File: config.mk
export PLATFORM = sky130hd
export DESIGN_NAME = diagonal_half_step_gait_sequencer_top
export DESIGN_NICKNAME = d
export VERILOG_FILES = /design/src/rtl/core/dhsg_pkg.sv /design/src/rtl/core/diagonal_half_step_gait_sequencer_top.sv /design/src/rtl/core/dhsg_fifo.sv /design/src/rtl/core/dhsg_front.sv /design/src/rtl/core/dhsg_back.sv
export VERILOG_INCLUDE_DIRS = /design/src /design/src/rtl/core
export SDC_FILE = /design/constraint.sdc
export NUM_CORES = 1
export LEC_CHECK = 0
export BUFFER_PORTS_ARGS = -buffer_cell sky130_fd_sc_hd__buf_2
export CORE_MARGIN = 5
export CORE_UTILIZATION = 32
export CTS_BUF_LIST = sky130_fd_sc_hd__clkbuf_8
export CTS_CLUSTER_DIAMETER = 30
export DETAILED_ROUTE_END_ITERATION = 10
export PLACE_DENSITY_LB_ADDON = 0.12
export SYNTH_ARGS = -nofsm -noshare
export SYNTH_HDL_FRONTEND = slang
export SYNTH_SLANG_ARGS = --single-unit
File: constraint.sdc
create_clock -name clk -period 6.7 [get_ports clk]
set_clock_uncertainty 0.05 [all_clocks]
set_input_delay 0.67 -clock clk [delete_from_list [all_inputs] [get_ports clk]]
set_output_delay 0.67 -clock clk [all_outputs]
set_load 0.005 [all_outputs]
File: src/rtl/core/diagonal_half_step_gait_sequencer_top_assert.svh
// assertion macros for the gait sequencer top
// each macro needs clk and rst_n in the module that uses it
`ifndef DIAGONAL_HALF_STEP_GAIT_SEQUENCER_TOP_ASSERT_SVH
`define DIAGONAL_HALF_STEP_GAIT_SEQUENCER_TOP_ASSERT_SVH

`ifndef SYNTHESIS
// consequent must hold at the same edge as the antecedent
`define DHSG_ASSERT_SAME(label, ante, cons, msg) \
    label: assert property (@(posedge clk) disable iff (!rst_n) (ante) |-> (cons)) \
        else $error(msg);
// consequent must hold at the edge after the antecedent
`define DHSG_ASSERT_NEXT(label, ante, cons, msg) \
    label: assert property (@(posedge clk) disable iff (!rst_n) (ante) |=> (cons)) \
        else $error(msg);
`else
`define DHSG_ASSERT_SAME(label, ante, cons, msg)
`define DHSG_ASSERT_NEXT(label, ante, cons, msg)
`endif

`endif

File: src/rtl/core/dhsg_pkg.sv
`timescale 1ns / 1ps

package dhsg_pkg;

    // time arithmetic width, times wrap modulo 2^TIME_BITS
    localparam int TIME_BITS    = 32;
    localparam int NOW_BITS     = 32;
    // widest sum of three 16-bit durations
    localparam int SPAN_BITS    = 18;
    localparam int FIFO_DEPTH   = 4;
    localparam int FIFO_AW      = $clog2(FIFO_DEPTH);
    localparam int CFG_IDX_BITS = 3;

    // input command codes
    localparam logic CMD_START = 1'b0;
    localparam logic CMD_TICK  = 1'b1;

    // register indexes
    localparam logic [CFG_IDX_BITS-1:0] REG_LEG_LIFT_MS      = 3'd0;
    localparam logic [CFG_IDX_BITS-1:0] REG_LEG_DROP_MS      = 3'd1;
    localparam logic [CFG_IDX_BITS-1:0] REG_BODY_LEAD_IN_MS  = 3'd2;
    localparam logic [CFG_IDX_BITS-1:0] REG_ACTUATE_MS       = 3'd3;
    localparam logic [CFG_IDX_BITS-1:0] REG_BODY_SETTLE_MS   = 3'd4;
    localparam logic [CFG_IDX_BITS-1:0] REG_LIFT_FRACTION    = 3'd5;
    localparam logic [CFG_IDX_BITS-1:0] REG_ACTUATE_FRACTION = 3'd6;

    // register reset values
    localparam logic [15:0]        RST_LEG_LIFT_MS      = 16'd200;
    localparam logic [15:0]        RST_LEG_DROP_MS      = 16'd200;
    localparam logic [15:0]        RST_BODY_LEAD_IN_MS  = 16'd100;
    localparam logic [15:0]        RST_ACTUATE_MS       = 16'd200;
    localparam logic [15:0]        RST_BODY_SETTLE_MS   = 16'd100;
    localparam logic signed [15:0] RST_LIFT_FRACTION    = 16'sd16384;
    localparam logic [14:0]        RST_ACTUATE_FRACTION = 15'd32767;

    // first leg of each diagonal pair
    localparam logic [2:0] LEG_A_FIRST = 3'd0;
    localparam logic [2:0] LEG_B_FIRST = 3'd2;

    typedef logic [TIME_BITS-1:0] tstamp_t;

    typedef struct packed {
        logic                  cmd;
        logic [NOW_BITS-1:0]   now_ms;
        logic [2:0]            body_servo;
        logic signed [15:0]    half_steps;
    } item_t;

    typedef struct packed {
        logic                  cmd_valid;
        logic [2:0]            servo_id;
        logic signed [15:0]    target_fraction;
        logic [15:0]           move_ms;
        logic                  done_res;
        logic                  last;
    } result_t;

    typedef struct packed {
        logic [15:0]           leg_lift_ms;
        logic [15:0]           leg_drop_ms;
        logic [15:0]           body_lead_in_ms;
        logic [15:0]           actuate_ms;
        logic [15:0]           body_settle_ms;
        logic signed [15:0]    lift_fraction;
        logic [14:0]           actuate_fraction;
    } cfg_t;

    // half-step spans derived from the configuration
    typedef struct packed {
        logic [SPAN_BITS-1:0]  total;
        logic [SPAN_BITS-1:0]  to_drop;
    } span_t;

    // classified item: which commands the back end must issue
    typedef struct packed {
        logic                  act;
        logic signed [15:0]    act_frac;
        logic [2:0]            body_id;
        logic                  drop;
        logic                  drop_diag_a;
        logic                  lift;
        logic                  lift_diag_a;
        logic                  done;
    } plan_t;

    typedef struct packed {
        logic                  full;
        logic                  not_empty;
        logic [FIFO_AW:0]      count;
    } fifo_stat_t;

    function automatic tstamp_t to_tstamp(input logic [NOW_BITS-1:0] v);
        return TIME_BITS'(v);
    endfunction

    // true when now has reached t by wrapping signed difference
    function automatic logic reached(input tstamp_t now, input tstamp_t t);
        tstamp_t d;
        d = now - t;
        return ~d[TIME_BITS-1];
    endfunction

    function automatic logic [2:0] leg_first(input logic diag_a);
        return diag_a ? LEG_A_FIRST : LEG_B_FIRST;
    endfunction

endpackage

File: src/rtl/core/diagonal_half_step_gait_sequencer_top.sv
// channel   | handshake               | word
// ----------+-------------------------+----------------------------------
// item      | push / full             | item_t: cmd, now_ms, servo, steps
// result    | pop / empty             | result_t: servo move, done, last
// cfg       | cfg_valid / cfg_ready   | cfg_index, cfg_data
//
// the front end takes one item per cycle while full is low and queues a plan (4 deep)
// the back end issues one result word per cycle unless the result port stalls,
// 1 to 5 words per item, set by the number of servo commands that the item causes
// full is high for the first cycle after reset and in the cycle after each
// register write while the derived half-step spans reload
// a stalled result port fills the plan queue, then full rises
`timescale 1ns / 1ps
`include "diagonal_half_step_gait_sequencer_top_assert.svh"

module diagonal_half_step_gait_sequencer_top (
    input  logic                                  clk,
    input  logic                                  rst_n,
    input  logic                                  push,
    output logic                                  full,
    input  dhsg_pkg::item_t                       item,
    output logic                                  empty,
    input  logic                                  pop,
    output dhsg_pkg::result_t                     result,
    input  logic                                  cfg_valid,
    output logic                                  cfg_ready,
    input  logic [dhsg_pkg::CFG_IDX_BITS-1:0]     cfg_index,
    input  logic [15:0]                           cfg_data
);
    import dhsg_pkg::*;

    cfg_t       cfg_reg, cfg_next;
    span_t      span_reg, span_next;
    logic       cfg_wait_reg;
    logic       cfg_write;
    logic       accept;
    logic [SPAN_BITS-1:0] leg_span, body_span;

    plan_t      front_plan, head_plan;
    logic       plan_write, plan_take;
    fifo_stat_t fifo_stat;

    // register file
    always_comb
    begin
        cfg_write = cfg_valid && cfg_ready;
        cfg_next  = cfg_reg;
        if (cfg_write)
        begin
            case (cfg_index)
                REG_LEG_LIFT_MS:      cfg_next.leg_lift_ms      = cfg_data;
                REG_LEG_DROP_MS:      cfg_next.leg_drop_ms      = cfg_data;
                REG_BODY_LEAD_IN_MS:  cfg_next.body_lead_in_ms  = cfg_data;
                REG_ACTUATE_MS:       cfg_next.actuate_ms       = cfg_data;
                REG_BODY_SETTLE_MS:   cfg_next.body_settle_ms   = cfg_data;
                REG_LIFT_FRACTION:    cfg_next.lift_fraction    = $signed(cfg_data);
                REG_ACTUATE_FRACTION: cfg_next.actuate_fraction = cfg_data[14:0];
                default:              cfg_next = cfg_reg;
            endcase
        end
    end

    // half-step spans from the current registers
    always_comb
    begin
        leg_span  = SPAN_BITS'(cfg_reg.leg_lift_ms) + SPAN_BITS'(cfg_reg.leg_drop_ms);
        body_span = SPAN_BITS'(cfg_reg.body_lead_in_ms) + SPAN_BITS'(cfg_reg.actuate_ms)
                    + SPAN_BITS'(cfg_reg.body_settle_ms);
        span_next.total   = (leg_span > body_span) ? leg_span : body_span;
        span_next.to_drop = span_next.total - SPAN_BITS'(cfg_reg.leg_drop_ms);
    end

    always_ff @(posedge clk or negedge rst_n)
    begin
        if (!rst_n)
        begin
            cfg_reg.leg_lift_ms      <= RST_LEG_LIFT_MS;
            cfg_reg.leg_drop_ms      <= RST_LEG_DROP_MS;
            cfg_reg.body_lead_in_ms  <= RST_BODY_LEAD_IN_MS;
            cfg_reg.actuate_ms       <= RST_ACTUATE_MS;
            cfg_reg.body_settle_ms   <= RST_BODY_SETTLE_MS;
            cfg_reg.lift_fraction    <= RST_LIFT_FRACTION;
            cfg_reg.actuate_fraction <= RST_ACTUATE_FRACTION;
            cfg_wait_reg             <= 1'b1;
        end
        else
        begin
            cfg_reg      <= cfg_next;
            cfg_wait_reg <= cfg_write;
        end
    end

    always_ff @(posedge clk)
    begin
        span_reg <= span_next;
    end

    // input handshake
    assign cfg_ready = 1'b1;
    assign full      = fifo_stat.full || cfg_wait_reg;
    assign accept    = push && !full;

    dhsg_front u_front (
        .clk        (clk),
        .rst_n      (rst_n),
        .accept     (accept),
        .item       (item),
        .span       (span_reg),
        .cfg        (cfg_reg),
        .plan       (front_plan),
        .plan_write (plan_write)
    );

    dhsg_fifo u_fifo (
        .clk   (clk),
        .rst_n (rst_n),
        .write (plan_write),
        .wdata (front_plan),
        .read  (plan_take),
        .rdata (head_plan),
        .stat  (fifo_stat)
    );

    dhsg_back u_back (
        .clk        (clk),
        .rst_n      (rst_n),
        .plan       (head_plan),
        .plan_valid (fifo_stat.not_empty),
        .plan_take  (plan_take),
        .cfg        (cfg_reg),
        .result     (result),
        .empty      (empty),
        .pop        (pop)
    );

    // a word without a command always closes its item
    `DHSG_ASSERT_SAME(a_nocmd_last, !empty && !result.cmd_valid, result.last, "empty word not last")
    // spans reload before the next item enters
    `DHSG_ASSERT_NEXT(a_cfg_block, cfg_write, full, "item accepted on stale spans")
    // plan queue stays within its depth
    `DHSG_ASSERT_SAME(a_fifo_depth, 1'b1, fifo_stat.count <= (FIFO_AW+1)'(FIFO_DEPTH), "queue overrun")
    // back end takes only a queued plan
    `DHSG_ASSERT_SAME(a_take_valid, plan_take, fifo_stat.not_empty, "plan taken from empty queue")

endmodule

File: src/rtl/core/dhsg_fifo.sv
`timescale 1ns / 1ps

module dhsg_fifo (
    input  logic                clk,
    input  logic                rst_n,
    input  logic                write,
    input  dhsg_pkg::plan_t     wdata,
    input  logic                read,
    output dhsg_pkg::plan_t     rdata,
    output dhsg_pkg::fifo_stat_t stat
);
    import dhsg_pkg::*;

    plan_t              entries [FIFO_DEPTH];
    logic [FIFO_AW-1:0] wr_ptr_reg, wr_ptr_next;
    logic [FIFO_AW-1:0] rd_ptr_reg, rd_ptr_next;
    logic [FIFO_AW:0]   count_reg, count_next;

    // pointer and fill count update
    always_comb
    begin
        wr_ptr_next = write ? wr_ptr_reg + 1'b1 : wr_ptr_reg;
        rd_ptr_next = read ? rd_ptr_reg + 1'b1 : rd_ptr_reg;
        case ({write, read})
            2'b10:   count_next = count_reg + 1'b1;
            2'b01:   count_next = count_reg - 1'b1;
            default: count_next = count_reg;
        endcase
    end

    always_ff @(posedge clk or negedge rst_n)
    begin
        if (!rst_n)
        begin
            wr_ptr_reg <= '0;
            rd_ptr_reg <= '0;
            count_reg  <= '0;
        end
        else
        begin
            wr_ptr_reg <= wr_ptr_next;
            rd_ptr_reg <= rd_ptr_next;
            count_reg  <= count_next;
        end
    end

    // entry storage
    always_ff @(posedge clk)
    begin
        if (write)
        begin
            entries[wr_ptr_reg] <= wdata;
        end
    end

    // head entry and status
    always_comb
    begin
        rdata          = entries[rd_ptr_reg];
        stat.count     = count_reg;
        stat.full      = (count_reg == (FIFO_AW+1)'(FIFO_DEPTH));
        stat.not_empty = (count_reg != '0);
    end

endmodule

File: src/rtl/core/dhsg_front.sv
`timescale 1ns / 1ps

module dhsg_front (
    input  logic            clk,
    input  logic            rst_n,
    input  logic            accept,
    input  dhsg_pkg::item_t item,
    input  dhsg_pkg::span_t span,
    input  dhsg_pkg::cfg_t  cfg,
    output dhsg_pkg::plan_t plan,
    output logic            plan_write
);
    import dhsg_pkg::*;

    logic               active_reg, active_next;
    logic               settling_reg, settling_next;
    logic signed [15:0] remaining_reg, remaining_next;
    logic [2:0]         body_id_reg, body_id_next;
    logic               diag_cur_reg, diag_cur_next;
    logic               diag_nxt_reg, diag_nxt_next;
    tstamp_t            act_time_reg, act_time_next;
    tstamp_t            drop_time_reg, drop_time_next;
    tstamp_t            end_time_reg, end_time_next;
    logic               act_done_reg, act_done_next;
    logic               drop_done_reg, drop_done_next;

    tstamp_t            now_t;
    logic               is_tick;
    logic               act_hit, drop_hit, end_hit;
    logic               begin_hs, begin_diag;
    logic signed [15:0] stepped;
    logic signed [15:0] swing;

    // time comparisons and classification
    always_comb
    begin
        now_t    = to_tstamp(item.now_ms);
        is_tick  = (item.cmd == CMD_TICK);
        act_hit  = active_reg && !act_done_reg && reached(now_t, act_time_reg);
        drop_hit = active_reg && !drop_done_reg && reached(now_t, drop_time_reg);
        end_hit  = active_reg && reached(now_t, end_time_reg);
        if (remaining_reg > 16'sd0)
        begin
            stepped = remaining_reg - 16'sd1;
        end
        else if (remaining_reg < 16'sd0)
        begin
            stepped = remaining_reg + 16'sd1;
        end
        else
        begin
            stepped = remaining_reg;
        end
        swing = $signed({1'b0, cfg.actuate_fraction});
    end

    // next state
    always_comb
    begin
        active_next    = active_reg;
        settling_next  = settling_reg;
        remaining_next = remaining_reg;
        body_id_next   = body_id_reg;
        diag_cur_next  = diag_cur_reg;
        diag_nxt_next  = diag_nxt_reg;
        act_time_next  = act_time_reg;
        drop_time_next = drop_time_reg;
        end_time_next  = end_time_reg;
        act_done_next  = act_done_reg;
        drop_done_next = drop_done_reg;
        begin_hs       = 1'b0;
        begin_diag     = diag_nxt_reg;

        if (accept)
        begin
            if (!is_tick)
            begin
                // start: zero count is ignored
                if (item.half_steps != 16'sd0)
                begin
                    body_id_next   = item.body_servo;
                    remaining_next = item.half_steps;
                    settling_next  = 1'b0;
                    active_next    = 1'b1;
                    begin_hs       = 1'b1;
                    begin_diag     = diag_nxt_reg;
                end
            end
            else if (active_reg)
            begin
                act_done_next  = act_done_reg | act_hit;
                drop_done_next = drop_done_reg | drop_hit;
                if (end_hit)
                begin
                    diag_nxt_next = !diag_cur_reg;
                    if (settling_reg)
                    begin
                        settling_next = 1'b0;
                        active_next   = 1'b0;
                    end
                    else
                    begin
                        remaining_next = stepped;
                        if (stepped == 16'sd0)
                        begin
                            settling_next = 1'b1;
                        end
                        begin_hs   = 1'b1;
                        begin_diag = !diag_cur_reg;
                    end
                end
            end
        end

        // new half-step schedule
        if (begin_hs)
        begin
            diag_cur_next  = begin_diag;
            act_time_next  = now_t + TIME_BITS'(cfg.body_lead_in_ms);
            end_time_next  = now_t + TIME_BITS'(span.total);
            drop_time_next = now_t + TIME_BITS'(span.to_drop);
            act_done_next  = 1'b0;
            drop_done_next = 1'b0;
        end
    end

    // plan for the back end
    always_comb
    begin
        plan_write       = accept;
        plan.act         = is_tick && act_hit;
        plan.body_id     = body_id_reg;
        if (settling_reg)
        begin
            plan.act_frac = 16'sd0;
        end
        else if ((remaining_reg > 16'sd0) == diag_cur_reg)
        begin
            plan.act_frac = swing;
        end
        else
        begin
            plan.act_frac = -swing;
        end
        plan.drop        = is_tick && drop_hit;
        plan.drop_diag_a = diag_cur_reg;
        plan.lift        = begin_hs;
        plan.lift_diag_a = begin_diag;
        plan.done        = !active_next;
    end

    always_ff @(posedge clk or negedge rst_n)
    begin
        if (!rst_n)
        begin
            active_reg    <= 1'b0;
            settling_reg  <= 1'b0;
            remaining_reg <= '0;
            body_id_reg   <= '0;
            diag_cur_reg  <= 1'b1;
            diag_nxt_reg  <= 1'b1;
            act_time_reg  <= '0;
            drop_time_reg <= '0;
            end_time_reg  <= '0;
            act_done_reg  <= 1'b0;
            drop_done_reg <= 1'b0;
        end
        else
        begin
            active_reg    <= active_next;
            settling_reg  <= settling_next;
            remaining_reg <= remaining_next;
            body_id_reg   <= body_id_next;
            diag_cur_reg  <= diag_cur_next;
            diag_nxt_reg  <= diag_nxt_next;
            act_time_reg  <= act_time_next;
            drop_time_reg <= drop_time_next;
            end_time_reg  <= end_time_next;
            act_done_reg  <= act_done_next;
            drop_done_reg <= drop_done_next;
        end
    end

endmodule

File: src/rtl/core/dhsg_back.sv
`timescale 1ns / 1ps

module dhsg_back (
    input  logic              clk,
    input  logic              rst_n,
    input  dhsg_pkg::plan_t   plan,
    input  logic              plan_valid,
    output logic              plan_take,
    input  dhsg_pkg::cfg_t    cfg,
    output dhsg_pkg::result_t result,
    output logic              empty,
    input  logic              pop
);
    import dhsg_pkg::*;

    // one-hot word slots, issued lowest first
    localparam logic [5:0] SEL_ACT   = 6'b000001;
    localparam logic [5:0] SEL_DROP0 = 6'b000010;
    localparam logic [5:0] SEL_DROP1 = 6'b000100;
    localparam logic [5:0] SEL_LIFT0 = 6'b001000;
    localparam logic [5:0] SEL_LIFT1 = 6'b010000;
    localparam logic [5:0] SEL_NONE  = 6'b100000;

    logic       busy_reg, busy_next;
    logic [5:0] mask_reg, mask_next;
    plan_t      rec_reg, rec_next;
    result_t    out_reg, out_next;
    logic       out_valid_reg, out_valid_next;

    logic       advance;
    logic [5:0] sel, rest, load_mask;
    logic       last_word;
    logic [2:0] drop_base, lift_base;
    result_t    word;

    // slot selection
    always_comb
    begin
        advance   = busy_reg && (!out_valid_reg || pop);
        sel       = mask_reg & (~mask_reg + 6'd1);
        rest      = mask_reg & ~sel;
        last_word = (rest == 6'd0);
        plan_take = plan_valid && (!busy_reg || (advance && last_word));
        load_mask = {!(plan.act || plan.drop || plan.lift),
                     plan.lift, plan.lift, plan.drop, plan.drop, plan.act};
        drop_base = leg_first(rec_reg.drop_diag_a);
        lift_base = leg_first(rec_reg.lift_diag_a);
    end

    // word for the selected slot
    always_comb
    begin
        word.cmd_valid       = 1'b1;
        word.done_res        = rec_reg.done;
        word.last            = last_word;
        case (sel)
            SEL_ACT:
            begin
                word.servo_id        = rec_reg.body_id;
                word.target_fraction = rec_reg.act_frac;
                word.move_ms         = cfg.actuate_ms;
            end
            SEL_DROP0:
            begin
                word.servo_id        = drop_base;
                word.target_fraction = 16'sd0;
                word.move_ms         = cfg.leg_drop_ms;
            end
            SEL_DROP1:
            begin
                word.servo_id        = drop_base + 3'd1;
                word.target_fraction = 16'sd0;
                word.move_ms         = cfg.leg_drop_ms;
            end
            SEL_LIFT0:
            begin
                word.servo_id        = lift_base;
                word.target_fraction = cfg.lift_fraction;
                word.move_ms         = cfg.leg_lift_ms;
            end
            SEL_LIFT1:
            begin
                word.servo_id        = lift_base + 3'd1;
                word.target_fraction = cfg.lift_fraction;
                word.move_ms         = cfg.leg_lift_ms;
            end
            default:
            begin
                // no command for this item
                word.cmd_valid       = 1'b0;
                word.servo_id        = '0;
                word.target_fraction = 16'sd0;
                word.move_ms         = '0;
            end
        endcase
    end

    // expansion and output register
    always_comb
    begin
        busy_next      = busy_reg;
        mask_next      = mask_reg;
        rec_next       = rec_reg;
        out_next       = out_reg;
        out_valid_next = out_valid_reg;
        if (advance)
        begin
            mask_next      = rest;
            out_next       = word;
            out_valid_next = 1'b1;
            if (last_word)
            begin
                busy_next = 1'b0;
            end
        end
        else if (pop)
        begin
            out_valid_next = 1'b0;
        end
        if (plan_take)
        begin
            busy_next = 1'b1;
            mask_next = load_mask;
            rec_next  = plan;
        end
    end

    always_ff @(posedge clk or negedge rst_n)
    begin
        if (!rst_n)
        begin
            busy_reg      <= 1'b0;
            mask_reg      <= '0;
            out_valid_reg <= 1'b0;
        end
        else
        begin
            busy_reg      <= busy_next;
            mask_reg      <= mask_next;
            out_valid_reg <= out_valid_next;
        end
    end

    always_ff @(posedge clk)
    begin
        rec_reg <= rec_next;
        out_reg <= out_next;
    end

    assign result = out_reg;
    assign empty  = !out_valid_reg;

endmodule

==> Word level (Yosys, flattened, before mapping) <==
Memories as Yosys holds them, arrays and structs flattened.
Cells that the tools add are included.
{ "word_totals": {"ramBits": 100, "mem_count": 1, "reg_bits": 344} }
{ "op_classes": {"n_lt_le_gt_ge": 3, "n_mux": 54, "n_addsub": 20, "n_bitwise": 10, "n_reduce_logical": 51, "eq_ne": 18} }
{ "memory_table": {"columns": ["name", "depth", "width", "read_ports", "rd_ports_with_merged_regs", "write_ports", "line_no", "text"], "rows": [
  ["u_fifo.entries", 4, 25, 1, 0, 1, "dhsg_fifo.sv:14", "plan_t entries [FIFO_DEPTH];"]
]} }
{ "op_table": {"columns": ["operator", "count"], "rows": [
  ["one-hot mux 35 bit (5 select lines)", 1],
  ["two-way mux 16 bit", 9],
  ["subtractor 32 bit", 3],
  ["adder 32 x 18 -> 32 bit", 2],
  ["two-way mux 1 bit", 38],
  ["adder 16 x 16 -> 17 bit", 2],
  ["adder 32 x 16 -> 32 bit", 1],
  ["adder 17 x 16 -> 18 bit", 1],
  ["> comparator 17 x 18 -> 1 bit", 1],
  ["two-way mux 18 bit", 1],
  ["subtractor 18 x 16 -> 18 bit", 1],
  ["adder 16 x 2 -> 16 bit, second input constant", 1],
  ["> comparator 16 x 1 -> 1 bit, second input constant", 1],
  ["logical NOT 16 bit", 1],
  ["< comparator 16 x 1 -> 1 bit, second input constant", 1],
  ["negation 15 -> 16 bit", 1],
  ["AND reduction 2 bit", 8],
  ["nonzero test 16 bit", 1],
  ["nonzero test 2 bit", 8],
  ["subtractor 16 x 2 -> 16 bit, second input constant", 1],
  ["AND 6 bit", 2],
  ["== test 3 bit, second input constant", 4],
  ["two-way mux 6 bit", 2],
  ["NOT 6 bit", 2],
  ["30 further kinds", 63]
]} }

==> Depth between registers and ports, before layout <==
Gate-level depths: netlist of the first run.
{ "logic_depth": {"depth_word": 11, "mapped_depth": 32, "mapped_depth_nobuf": 31} }

==> Hierarchy <==
A second synthesis of the first run with hierarchy kept.
{ "hier_totals": {"hier_cells": 2454, "area_unflattened_um2": 26050.0} }
{ "by_module_without_submodules": {"columns": ["mod", "instances", "area_each_um2", "cells_per_inst"], "rows": [
  ["dhsg_front", 1, 11323.4, 1416],
  ["diagonal_half_step_gait_sequencer_top", 1, 7927.6, 696],
  ["dhsg_fifo", 1, 4046.4, 164],
  ["dhsg_back", 1, 2752.6, 178]
]} }

==> Worst setup path after synthesis of the first run <==
Ideal clock, no wire load.
{ "synth_path": {"path_type": "register -> register", "start": "register cfg_reg[65] (netlist bit)", "end": "register span_reg[16] (netlist bit)", "stages_incl_launch_ff": 28, "n_path_buf": 1, "arrival_ns": 6.375, "period_less_slack_ns": 6.561, "setup_slack_ns": 0.139, "setup_time_ns": 0.136, "required_time_ns": 6.514, "path_cell_list": "dfstp_2 fa_1 ha_1 a211o_1 a21oi_1 a22oi_1 a31oi_1 a21oi_1 o31a_1 xor2_1 inv_1 ha_1 nand3_1 nor4_1 o2bb2ai_1 a31oi_1 o21ai_1 clkbuf_1 mux2_2 fa_1 a21o_1 a21oi_1 nand2b_1 a2111oi_0 o31a_1 o21a_1 o41ai_1 xor2_1"} }
{ "synth_rtl": {"columns": ["item", "line_no", "text"], "rows": [
  ["from (decl)", "diagonal_half_step_gait_sequencer_top.sv:32", "cfg_t cfg_reg, cfg_next;"],
  ["from (signal assigned)", "diagonal_half_step_gait_sequencer_top.sv:88", "cfg_reg <= cfg_next;"],
  ["to (signal assigned)", "diagonal_half_step_gait_sequencer_top.sv:95", "span_reg <= span_next;"],
  ["to (decl)", "diagonal_half_step_gait_sequencer_top.sv:33", "span_t span_reg, span_next;"]
]} }

==> impl_metrics.csv, run 1 <==
group,metric,value,unit
status,outcome,"complete, no violations",
global_routing,grt_first_pass_wirelength,123100,µm
synth,synth_cell_types,83,
global_routing,met2_usage,29.29,%
timing,setup_slack,312.1,ps
timing,max-slew-margin-rel,24.57,%
finish,area_growth_syn_to_layout,20.64,%
floorplanning,initial_core_util,32.24,%
placement,detailed_place_hpwl,57870,µm
worst_hold_path,min-delay-path-class,"primary input to flip-flop",
setup_path,cp-end-kind,"flip-flop",
timing,final_period_util,95.34,%
synth,post_syn_area,25960,µm²
global_routing,antenna_found_initial,4,
synth,synth_warnings,0,
setup_path,worst_path_required_time,7270,ps
route,detailroute.via_count,19870,
power,power.ir.vdd_worst,0.0003838,V
clock_tree,clkLatencyLatePin,760,ps
floorplanning,fp.dieArea,86940,µm²
synth,synth-seq-area-share,45.35,%
finish,mostFrequentLayoutCells,"sky130_fd_sc_hd__nand2_1, sky130_fd_sc_hd__dfrtp_1, sky130_fd_sc_hd__inv_1, sky130_fd_sc_hd__ha_1, sky130_fd_sc_hd__o21ai_0",
clock_tree,cts-buffers-inserted,131,
timing,hold_slack,94.42,ps
floorplanning,boundaryPins,117,
floorplanning,fp-row-count,104,
setup_path,crit_fanout,5,
finish,largest_register_ffs,111,
synth,post_synthesis_cell_count,2491,
route,drt_iter0_markers,956,
synth,synth.top_cells.by_area,"sky130_fd_sc_hd__dfrtp_1, sky130_fd_sc_hd__edfxtp_1, sky130_fd_sc_hd__ha_1, sky130_fd_sc_hd__mux2_2, sky130_fd_sc_hd__o21ai_0",
setup_path,worst_path_max_delay_cell,"sky130_fd_sc_hd__dfstp_2",
route,drt.antenna.violating_nets,0,
synth,synthArstFlopShare,55.86,%
global_routing,first_global_vias,20590,
global_routing,grt.met1_usage,25.17,%
clock_tree,root_buffer,"sky130_fd_sc_hd__clkbuf_8",
power,power_density,621.5,nW/µm²
clock_tree,cts_tree,"yes",
finish,layout_commonest_cell,"sky130_fd_sc_hd__nand2_1",
route,vias_per_cell,5.093,
placement,gp_routability_congestion,0.8769,
route,drc,0,
setup_path,arrival,6960,ps
timing,slew_violations,0,
setup_path,cp-start-kind,"flip-flop",
timing,post-route-min-period,6388,ps
synth,synth.ff_latch_count,444,
setup_path,worst-setup-path-type,"flip-flop to flip-flop",
global_routing,global_route.overflow_total,0,
synth,synth_largest_type_area_fraction,20.62,%
timing,hold_viol,0,
setup_path,crit_path_max_incr_delay,540,ps
synth,synthesis.area_per_instance,10.42,µm²
job,maxCapViolations,0,
synth,postSynthNetCount,2804,
global_routing,busiest_layer,"met2",
floorplanning,die_w,294.9,µm
timing,tightest_pin_transition,1132,ps
finish,fin_nets,3044,
route,drt-wirelength-per-cell,20.72,µm
route,detail_route.first_pass.iterations,5,
power,power.static_leakage,13.53,nW
synth,postSynth.topFlopCell,"sky130_fd_sc_hd__dfrtp_1",
timing,max_clock_freq,156.5,MHz
floorplanning,fp.dieH,294.9,µm
clock_tree,max-clock-path-buffers,3,
clock_tree,cts-htree-levels,4,
placement,place_worst_setup_slack,-237.2,ps
synth,synth_edf_count,160,
synth,post_synth_top_area_cell,"sky130_fd_sc_hd__dfrtp_1",
route,route.final.wire_length,80820,µm
global_routing,grt_start_max_net_pins,141,
global_routing,globalRouteMet3Util,3.933,%
timing,final_setup_violations,0,
global_routing,total_routing_resource_utilization_after_global_routing,18.46,%
clock_tree,clkSlewWorstSetupHoldPaths,60,ps
placement,placement.io_buffers,115,
clock_tree,clock_sinks,444,
finish,fraction_of_layout_cells_with_a_size_suffix_above_1,22.06,%
floorplanning,core-area,80550,µm²
[area by class of cell]
class / count / area [µm²]
clock buffer: 151 / 2078
timing repair buffer: 200 / 1255
tap: 1060 / 1326
clock inverter: 89 / 802.0
sequential: 444 / 11780
antenna: 3 / 7.507
inverter: 175 / 658.1
fill: 7970 / 49220
multi-input combinational: 1779 / 13420
[routing by layer]
metal | vias up | wire length, µm | share of wire (%)
met5 | - | 0 | 0
met3 | 126 | 3730 | 4.6
li1 | 9544 | - | -
met4 | 0 | 2065 | 2.6
met1 | 9771 | 37890 | 47
met2 | 428 | 37130 | 46
[power breakdown]
group	switching [mW]	internal, mW	total [mW]
logic	5.87	4.73	10.6
registers	0.673	4.14	4.82
clock network	1.54	2.51	4.04
total	8.08	11.4	19.5
[worst max-delay path: cells and delay by family, from the launching register on]
kind / cells / cell delay, ps
DFF: 1 / 540
xor gates and xnor gates: 1 / 150
and+or+nand+nor: 4 / 630
buffers and inverters: 3 / 410
adders and majority gates: 4 / 1230
muxes: 1 / 340
AOI/OAI and AO/OA: 15 / 2880
[repair_timing]
action,in CTS,in global routing
hold buffers,1,0
setup buffers,0,6
pin swaps,3,10
gates resized for setup,5,34
setup endpoints to repair,6,9
endpoints found under the hold margin,60,0
[path summary, 6_finish.rpt]
path                       slack [ps]                              endpoint  cells past startpoint                        start
max                               310                  span_reg[15]$_DFF_P_                     28      cfg_reg[33]$_DFFE_PN1P_
min                                90    u_front.body_id_reg[0]$_DFFE_PN0P_                      2                     item[16]
max reg2reg                       310                  span_reg[15]$_DFF_P_                     28      cfg_reg[33]$_DFFE_PN1P_
min reg2reg                       370            u_back.result[1]$_DFFE_PP_                      0  u_back.rec_reg[0]$_DFFE_PP_
max in group asynchronous        4860  u_front.drop_time_reg[3]$_DFFE_PN0P_                      3                        rst_n
min in group asynchronous         440  u_front.remaining_reg[6]$_DFFE_PN0P_                      2                        rst_n
[synth_stat cells (16+ instances only)]
library cell	count
sky130_fd_sc_hd__and3_1	24
sky130_fd_sc_hd__nor3_1	54
sky130_fd_sc_hd__clkbuf_1	69
sky130_fd_sc_hd__inv_1	174
sky130_fd_sc_hd__a221o_1	16
sky130_fd_sc_hd__mux4_2	25
sky130_fd_sc_hd__a21oi_1	126
sky130_fd_sc_hd__nor2_1	135
sky130_fd_sc_hd__ha_1	214
sky130_fd_sc_hd__o21a_1	24
sky130_fd_sc_hd__a31oi_1	23
sky130_fd_sc_hd__dfstp_2	34
sky130_fd_sc_hd__edfxtp_1	160
sky130_fd_sc_hd__xor2_1	61
sky130_fd_sc_hd__xnor2_1	82
sky130_fd_sc_hd__o211ai_1	18
sky130_fd_sc_hd__mux2_2	102
sky130_fd_sc_hd__a22o_1	18
sky130_fd_sc_hd__a211oi_1	18
sky130_fd_sc_hd__dfxtp_1	36
sky130_fd_sc_hd__dfrtp_1	214
sky130_fd_sc_hd__nand2b_1	33
sky130_fd_sc_hd__a21o_1	46
sky130_fd_sc_hd__o21ai_0	200
sky130_fd_sc_hd__nand2_1	246
sky130_fd_sc_hd__nand3_1	48
sky130_fd_sc_hd__nand4_1	25
sky130_fd_sc_hd__fa_1	23
sky130_fd_sc_hd__or3_1	25
[per-stage QoR]
| step | TNS (ps) | power [mW] | util [%] | area, µm² | std cells |
|---|---|---|---|---|---|
| floorplan | 0 | 11.33 | - | 25960 | 2491 |
| global placement | -214.0 | 14.80 | 34.97 | 28170 | 3651 |
| finish | 0 | 19.47 | 38.89 | 31330 | 3901 |
| detailed placement | -562.5 | 14.91 | 34.97 | 28170 | 3651 |
| CTS | 0 | 19.16 | 38.59 | 31080 | 3892 |
| global route | -39.63 | 21.11 | 38.89 | 31320 | 3900 |
[kinds of logic after synthesis]
kind of cell | synth area share, %
other | 0.01444
buffers and inverters | 3.990
and+or+nand+nor | 12.22
DFF | 45.35
AOI/OAI and AO/OA | 14.35
adders and majority gates | 12.12
muxes | 7.132
xor gates and xnor gates | 4.824
No activity file was read; power rests on OpenSTA's default activity.
==> run 2: changes to the inputs <==
REMOVE_ABC_BUFFERS = 1   (was unset)
clock period = 7.6 ns   (was 6.7 ns; I/O delays follow)
==> run 2 against run 1 <==
  * Register-to-register slack improved by 150 ps
  * Global-route usage shrank 1.5 points
  * Largest cell class unchanged
  * Critical endpoint is now span_reg[16]$_DFF_P_
  * Flip-flop and latch count is the same
  * Count of clock-buffer cells in the layout fell by 19
  * Wire length decreased by 7.7%
  * First-iteration DRC count down 2.9%
  * Power is 18% lower
==> impl_metrics.csv, run 2 (synthesized netlist as in run 1, its figures left out) <==
group,metric,value,unit
setup_path,cp_common_cell,"sky130_fd_sc_hd__a21oi_1",
clock_tree,cts-buffers-inserted,119,
finish,fraction_of_layout_cells_with_a_size_suffix_above_1,19.41,%
setup_path,cp-end-kind,"flip-flop",
setup_path,critical_path_capture_point,"span_reg[16]$_DFF_P_",
power,power.static_leakage,13.08,nW
finish,layout.cells.non_filler,3826,
timing,max_clock_freq,140.1,MHz
floorplanning,boundaryPins,117,
floorplanning,initial_core_util,32.24,%
finish,fillerInstances,8011,
placement,gp_routability_congestion,0.8586,
setup_path,crit_path_max_incr_delay,550,ps
timing,setup_total_negative_slack,0,ps
route,drc,0,
global_routing,grt_start_max_net_pins,83,
worst_hold_path,min-delay-path-class,"primary input to flip-flop",
route,drt-wirelength-per-cell,19.50,µm
route,drt_iter0_markers,928,
route,detailroute.via_count,19480,
floorplanning,fp.dieH,294.9,µm
finish,area_growth_syn_to_layout,17.70,%
setup_path,worst_path_required_time,8200,ps
timing,max-slew-margin-rel,26.72,%
finish,utilization,37.94,%
finish,mostFrequentLayoutCells,"sky130_fd_sc_hd__nand2_1, sky130_fd_sc_hd__ha_1, sky130_fd_sc_hd__dfrtp_1",
setup_path,worst-setup-path-type,"flip-flop to flip-flop",
route,vias_per_cell,5.092,
job,maxCapViolations,0,
clock_tree,max-clock-path-buffers,3,
setup_path,cp-startpoint,"cfg_reg[65]$_DFFE_PN1P_",
route,route.final.wire_length,74590,µm
setup_path,cp-start-kind,"flip-flop",
power,power.ir.vdd_worst,0.0003266,V
clock_tree,cts-htree-levels,3,
timing,hold_viol,0,
setup_path,arrival,7740,ps
clock_tree,cts_tree,"yes",
global_routing,first_global_vias,20120,
power,power_density,519.6,nW/µm²
floorplanning,die_w,294.9,µm
floorplanning,fp.dieArea,86940,µm²
clock_tree,clkLatencyLatePin,750,ps
placement,placement.io_buffers,115,
route,detail_route.first_pass.iterations,5,
setup_path,worst_path_max_delay_cell,"sky130_fd_sc_hd__dfstp_2",
placement,detailed_place_hpwl,53640,µm
setup_path,reg2reg_to,"span_reg[16]$_DFF_P_",
floorplanning,fp-row-count,104,
finish,layout_commonest_cell,"sky130_fd_sc_hd__nand2_1",
placement,numPlacedInstances,3595,
timing,tightest_pin_transition,1099,ps
global_routing,grt_first_pass_wirelength,115500,µm
setup_path,reg_to_reg_startpoint,"cfg_reg[65]$_DFFE_PN1P_",
floorplanning,core-area,80550,µm²
status,outcome,"complete, no violations",
finish,largest_register_ffs,111,
setup_path,crit_fanout,6,
global_routing,antenna_found_initial,6,
clock_tree,root_buffer,"sky130_fd_sc_hd__clkbuf_8",
global_routing,global_route.overflow_total,0,
setup_path,timing.reg2reg.worst_path_depth,29,
global_routing,total_routing_resource_utilization_after_global_routing,16.93,%
setup_path,rrSetupSlack,460,ps
clock_tree,clock_sinks,444,
timing,post-route-min-period,7139,ps
timing,final_setup_violations,0,
clock_tree,clkSlewWorstSetupHoldPaths,60,ps
timing,slew_violations,0,
timing,final_period_util,93.94,%
finish,fin_nets,2971,
route,drt.antenna.violating_nets,0,
## run 2: area by class of cell
type / instances / area (µm²) / area share (%)
inverters: 175 / 658.1 / 2.154
diodes: 4 / 10.01 / 0.03275
clock buffers: 132 / 1817 / 5.945
flip-flops and latches: 444 / 11780 / 38.54
multi-input cells: 1779 / 13230 / 43.28
repair buffers: 139 / 768.2 / 2.514
clock inverters: 93 / 977.2 / 3.198
well taps: 1060 / 1326 / 4.340
## run 2: worst min path at each step
stage,slack (ps),depth (start not counted),start,to
6_report,170,1,cfg_valid,cfg_wait_reg$_DFF_PN1_
5_1_grt,110,1,cfg_valid,cfg_wait_reg$_DFF_PN1_
4_1_cts,80,1,cfg_valid,cfg_wait_reg$_DFF_PN1_
3_5_place_dp,370,0,u_back.rec_reg[0]$_DFFE_PP_,u_back.result[1]$_DFFE_PP_
3_3_place_gp,360,0,u_back.rec_reg[0]$_DFFE_PP_,u_back.result[1]$_DFFE_PP_
2_1_floorplan,350,0,u_back.rec_reg[0]$_DFFE_PP_,u_back.result[1]$_DFFE_PP_
## run 2: what timing repair did
item / 4_1_cts / 5_1_grt
setup endpoints to repair: 0 / 4
gates resized for setup: 0 / 2
hold buffers: 1 / 0
buffers inserted: 0 / 1
endpoints found under the hold margin: 48 / 0
## run 2: where the power goes
group	total, mW	leakage (nW)	internal [mW]	switching, mW
logic	8.14	6.84	3.36	4.78
registers	4.21	4.76	3.65	0.559
clock network	3.53	1.47	2.21	1.32
## run 2: critical path, delay by kind of cell (launching register included)
kind / cells / cell delay [ps]
buf+inv: 3 / 300
flops: 1 / 550
xor+xnor: 2 / 400
compound gates: 16 / 3460
simple gates: 3 / 620
fa+ha+maj: 5 / 1690
## run 2: through the flow
stage                     cell area, µm²  power, mW  hold WS (ps)  setup WS [ps]
after detailed placement           27730      12.38         369.9          327.8
final                              30560      15.88         167.4          460.7
after CTS                          30530      16.04         84.48          278.4
after global placement             27730      12.22         363.0          591.2
after global routing               30560      17.23         114.5         -40.84
after floorplan                    25590      9.924         350.3          -4162
## run 2: per-layer routing
metal | vias up | global-route usage [%] | wire length, µm | share of wire (%)
li1 | 9413 | - | - | -
met1 | 9600 | 23.11 | 35010 | 47
met2 | 362 | 27.93 | 35040 | 47
met3 | 106 | 2.909 | 3024 | 4.1
met4 | 0 | 4.666 | 1519 | 2.0
met5 | - | 0 | 0 | 0
==> run 3: changes to the inputs <==
CELL_PAD_IN_SITES_DETAIL_PLACEMENT = 2   (was unset)
CELL_PAD_IN_SITES_GLOBAL_PLACEMENT = 2   (was unset)
==> run 3 against run 2 <==
  * Utilization increased by 0.34 points
  * Wire length up 13%
  * Critical endpoint unchanged
  * Worst hold slack lost 11 ps
  * Largest cell class unchanged
  * Flip-flop and latch count did not move
  * Sequential share of layout area decreased by 0.35 points
  * Sequential power hardly changed
  * Design area increased by 0.90%
  * Critical path depth stayed put
==> impl_metrics.csv, run 3 (synthesized netlist as in run 1, its figures left out) <==
group,metric,value,unit
finish,fraction_of_layout_cells_with_a_size_suffix_above_1,19.81,%
timing,max-slew-margin-rel,20.98,%
setup_path,timing.reg2reg.worst_path_depth,29,
route,detail_route.first_pass.iterations,4,
timing,setup_slack,621.9,ps
timing,slew_violations,0,
setup_path,cp_top_family,"compound AO/OA/AOI/OAI gates",
floorplanning,die_w,294.9,µm
setup_path,cp-start-kind,"flip-flop",
placement,placement.io_buffers,115,
route,route.final.wire_length,83970,µm
setup_path,arrival,7640,ps
worst_hold_path,min-delay-path-class,"primary input to flip-flop",
setup_path,reg_to_reg_startpoint,"cfg_reg[65]$_DFFE_PN1P_",
finish,final_area,30830,µm²
placement,detailed_place_hpwl,61750,µm
route,drt.antenna.violating_nets,0,
finish,mostFrequentLayoutCells,"sky130_fd_sc_hd__nand2_1, sky130_fd_sc_hd__ha_1, sky130_fd_sc_hd__dfrtp_1",
finish,fin_nets,2988,
power,power.static_leakage,13.24,nW
global_routing,first_global_vias,22750,
clock_tree,cts-htree-levels,4,
global_routing,total_routing_resource_utilization_after_global_routing,19.40,%
setup_path,worst-setup-path-type,"flip-flop to flip-flop",
route,detailroute.via_count,20030,
setup_path,cp_common_cell,"sky130_fd_sc_hd__a21oi_1",
timing,setup_total_negative_slack,0,ps
placement,place_worst_setup_slack,132.3,ps
global_routing,antenna_found_initial,5,
route,drc,0,
job,maxCapViolations,0,
route,drt_iter0_markers,604,
floorplanning,initial_core_util,32.24,%
placement,numPlacedInstances,3594,
global_routing,global_route.overflow_total,0,
timing,hold_viol,0,
placement,instance_area_at_placement,27730,µm²
timing,rsz0062_at_grt,"no",
setup_path,worst_path_max_delay_cell,"sky130_fd_sc_hd__dfstp_2",
clock_tree,clkSlewWorstSetupHoldPaths,50,ps
route,vias_per_cell,5.203,
floorplanning,core-area,80550,µm²
setup_path,rrSetupSlack,620,ps
power,power.ir.vdd_worst,0.0002908,V
setup_path,cp-end-kind,"flip-flop",
finish,multi_input_comb_area,13250,µm²
power,overall_power,16.49,mW
setup_path,worst-path-buf-inv,3,
global_routing,grt_first_pass_wirelength,131400,µm
setup_path,critical_path_cell_count,29,
power,power_density,534.8,nW/µm²
floorplanning,boundaryPins,117,
placement,gp_routability_congestion,0.8259,
finish,layout.cells.non_filler,3850,
timing,final_setup_violations,0,
route,drt-wirelength-per-cell,21.81,µm
clock_tree,root_buffer,"sky130_fd_sc_hd__clkbuf_8",
finish,area_growth_syn_to_layout,18.75,%
setup_path,crit_fanout,7,
setup_path,reg2reg_to,"span_reg[16]$_DFF_P_",
floorplanning,fp.dieArea,86940,µm²
clock_tree,max-clock-path-buffers,3,
timing,max_clock_freq,143.3,MHz
clock_tree,cts-buffers-inserted,137,
clock_tree,cts_tree,"yes",
finish,fillerInstances,8529,
global_routing,grt_start_max_net_pins,121,
finish,layout_commonest_cell,"sky130_fd_sc_hd__nand2_1",
status,outcome,"complete, no violations",
clock_tree,clock_sinks,444,
floorplanning,fp.dieH,294.9,µm
floorplanning,fp-row-count,104,
setup_path,cp-startpoint,"cfg_reg[65]$_DFFE_PN1P_",
timing,tightest_pin_transition,1179,ps
setup_path,crit_path_max_incr_delay,550,ps
setup_path,critical_path_capture_point,"span_reg[16]$_DFF_P_",
finish,ff_latch_area,11780,µm²
finish,largest_register_ffs,111,
timing,final_period_util,91.82,%
timing,post-route-min-period,6978,ps
setup_path,worst_path_required_time,8260,ps
clock_tree,clkLatencyLatePin,810,ps
[run 3: cell count changes in the layout (fill, tap and decap cells not counted), sizes merged]
cell and change:
clkinv -15, diode -1, buf -2, bufinv -6
dlygate4sd3 +1, clkinvlp +4, inv +16, clkbuf +27
[run 3: cell type report]
cell class / count / area share, %
Multi-Input combinational cell: 1779 / 42.96
Sequential cell: 444 / 38.19
Clock buffer: 159 / 7.097
Tap cell: 1060 / 4.301
Clock inverter: 92 / 2.776
Timing Repair Buffer: 138 / 2.516
Inverter: 175 / 2.134
Antenna cell: 3 / 0.02435
[run 3: how the worst min path moves through the flow]
| stage | startpoint | to | cells after the start |
|---|---|---|---|
| floorplan | u_back.rec_reg[0]$_DFFE_PP_ | u_back.result[1]$_DFFE_PP_ | 0 |
| global placement | u_front.drop_time_reg[0]$_DFFE_PN0P_ | u_front.drop_time_reg[0]$_DFFE_PN0P_ | 2 |
| detailed placement | u_back.rec_reg[0]$_DFFE_PP_ | u_back.result[1]$_DFFE_PP_ | 0 |
| CTS | item[18] | u_front.body_id_reg[2]$_DFFE_PN0P_ | 2 |
| global route | item[18] | u_front.body_id_reg[2]$_DFFE_PN0P_ | 2 |
| finish | item[18] | u_front.body_id_reg[2]$_DFFE_PN0P_ | 2 |
[run 3: worst register-to-register path, delay by kind of cell, from the launching register on]
family / cells / cell delay, ps
AOI/OAI and AO/OA: 16 / 3330
xor gates and xnor gates: 2 / 340
adders and majority gates: 5 / 1690
buffers and inverters: 3 / 300
DFF: 1 / 550
and+or+nand+nor: 3 / 620
[run 3: repair_timing]
action,CTS,global route
hold buffers,2,0
setup endpoints to repair,0,7
gates resized for setup,0,6
buffers inserted,0,0
hold endpoints to repair,78,0
[run 3: per-layer routing]
metal / wire (µm) / part of all wire (%) / vias up / GRT usage, %
met2: 41440 / 49 / 272 / 33.47
met5: 21 / 0.025 / - / 0
li1: - / - / 9414 / -
met1: 38080 / 45 / 10200 / 24.84
met3: 2647 / 3.2 / 142 / 3.594
met4: 1769 / 2.1 / 4 / 5.901
[run 3: report_power, final]
group          switching, mW  internal, mW  total, mW
Clock                   1.44          2.32       3.76
Combinational           5.08          3.41       8.48
Sequential             0.588          3.66       4.24
[run 3: through the flow]
step                util (%)  hold slack, ps
finish                 38.28           156.4
CTS                    38.23           65.03
floorplan                  -           350.3
detailed placement     34.43           408.1
global route           38.28           98.23
global placement       34.43           410.7
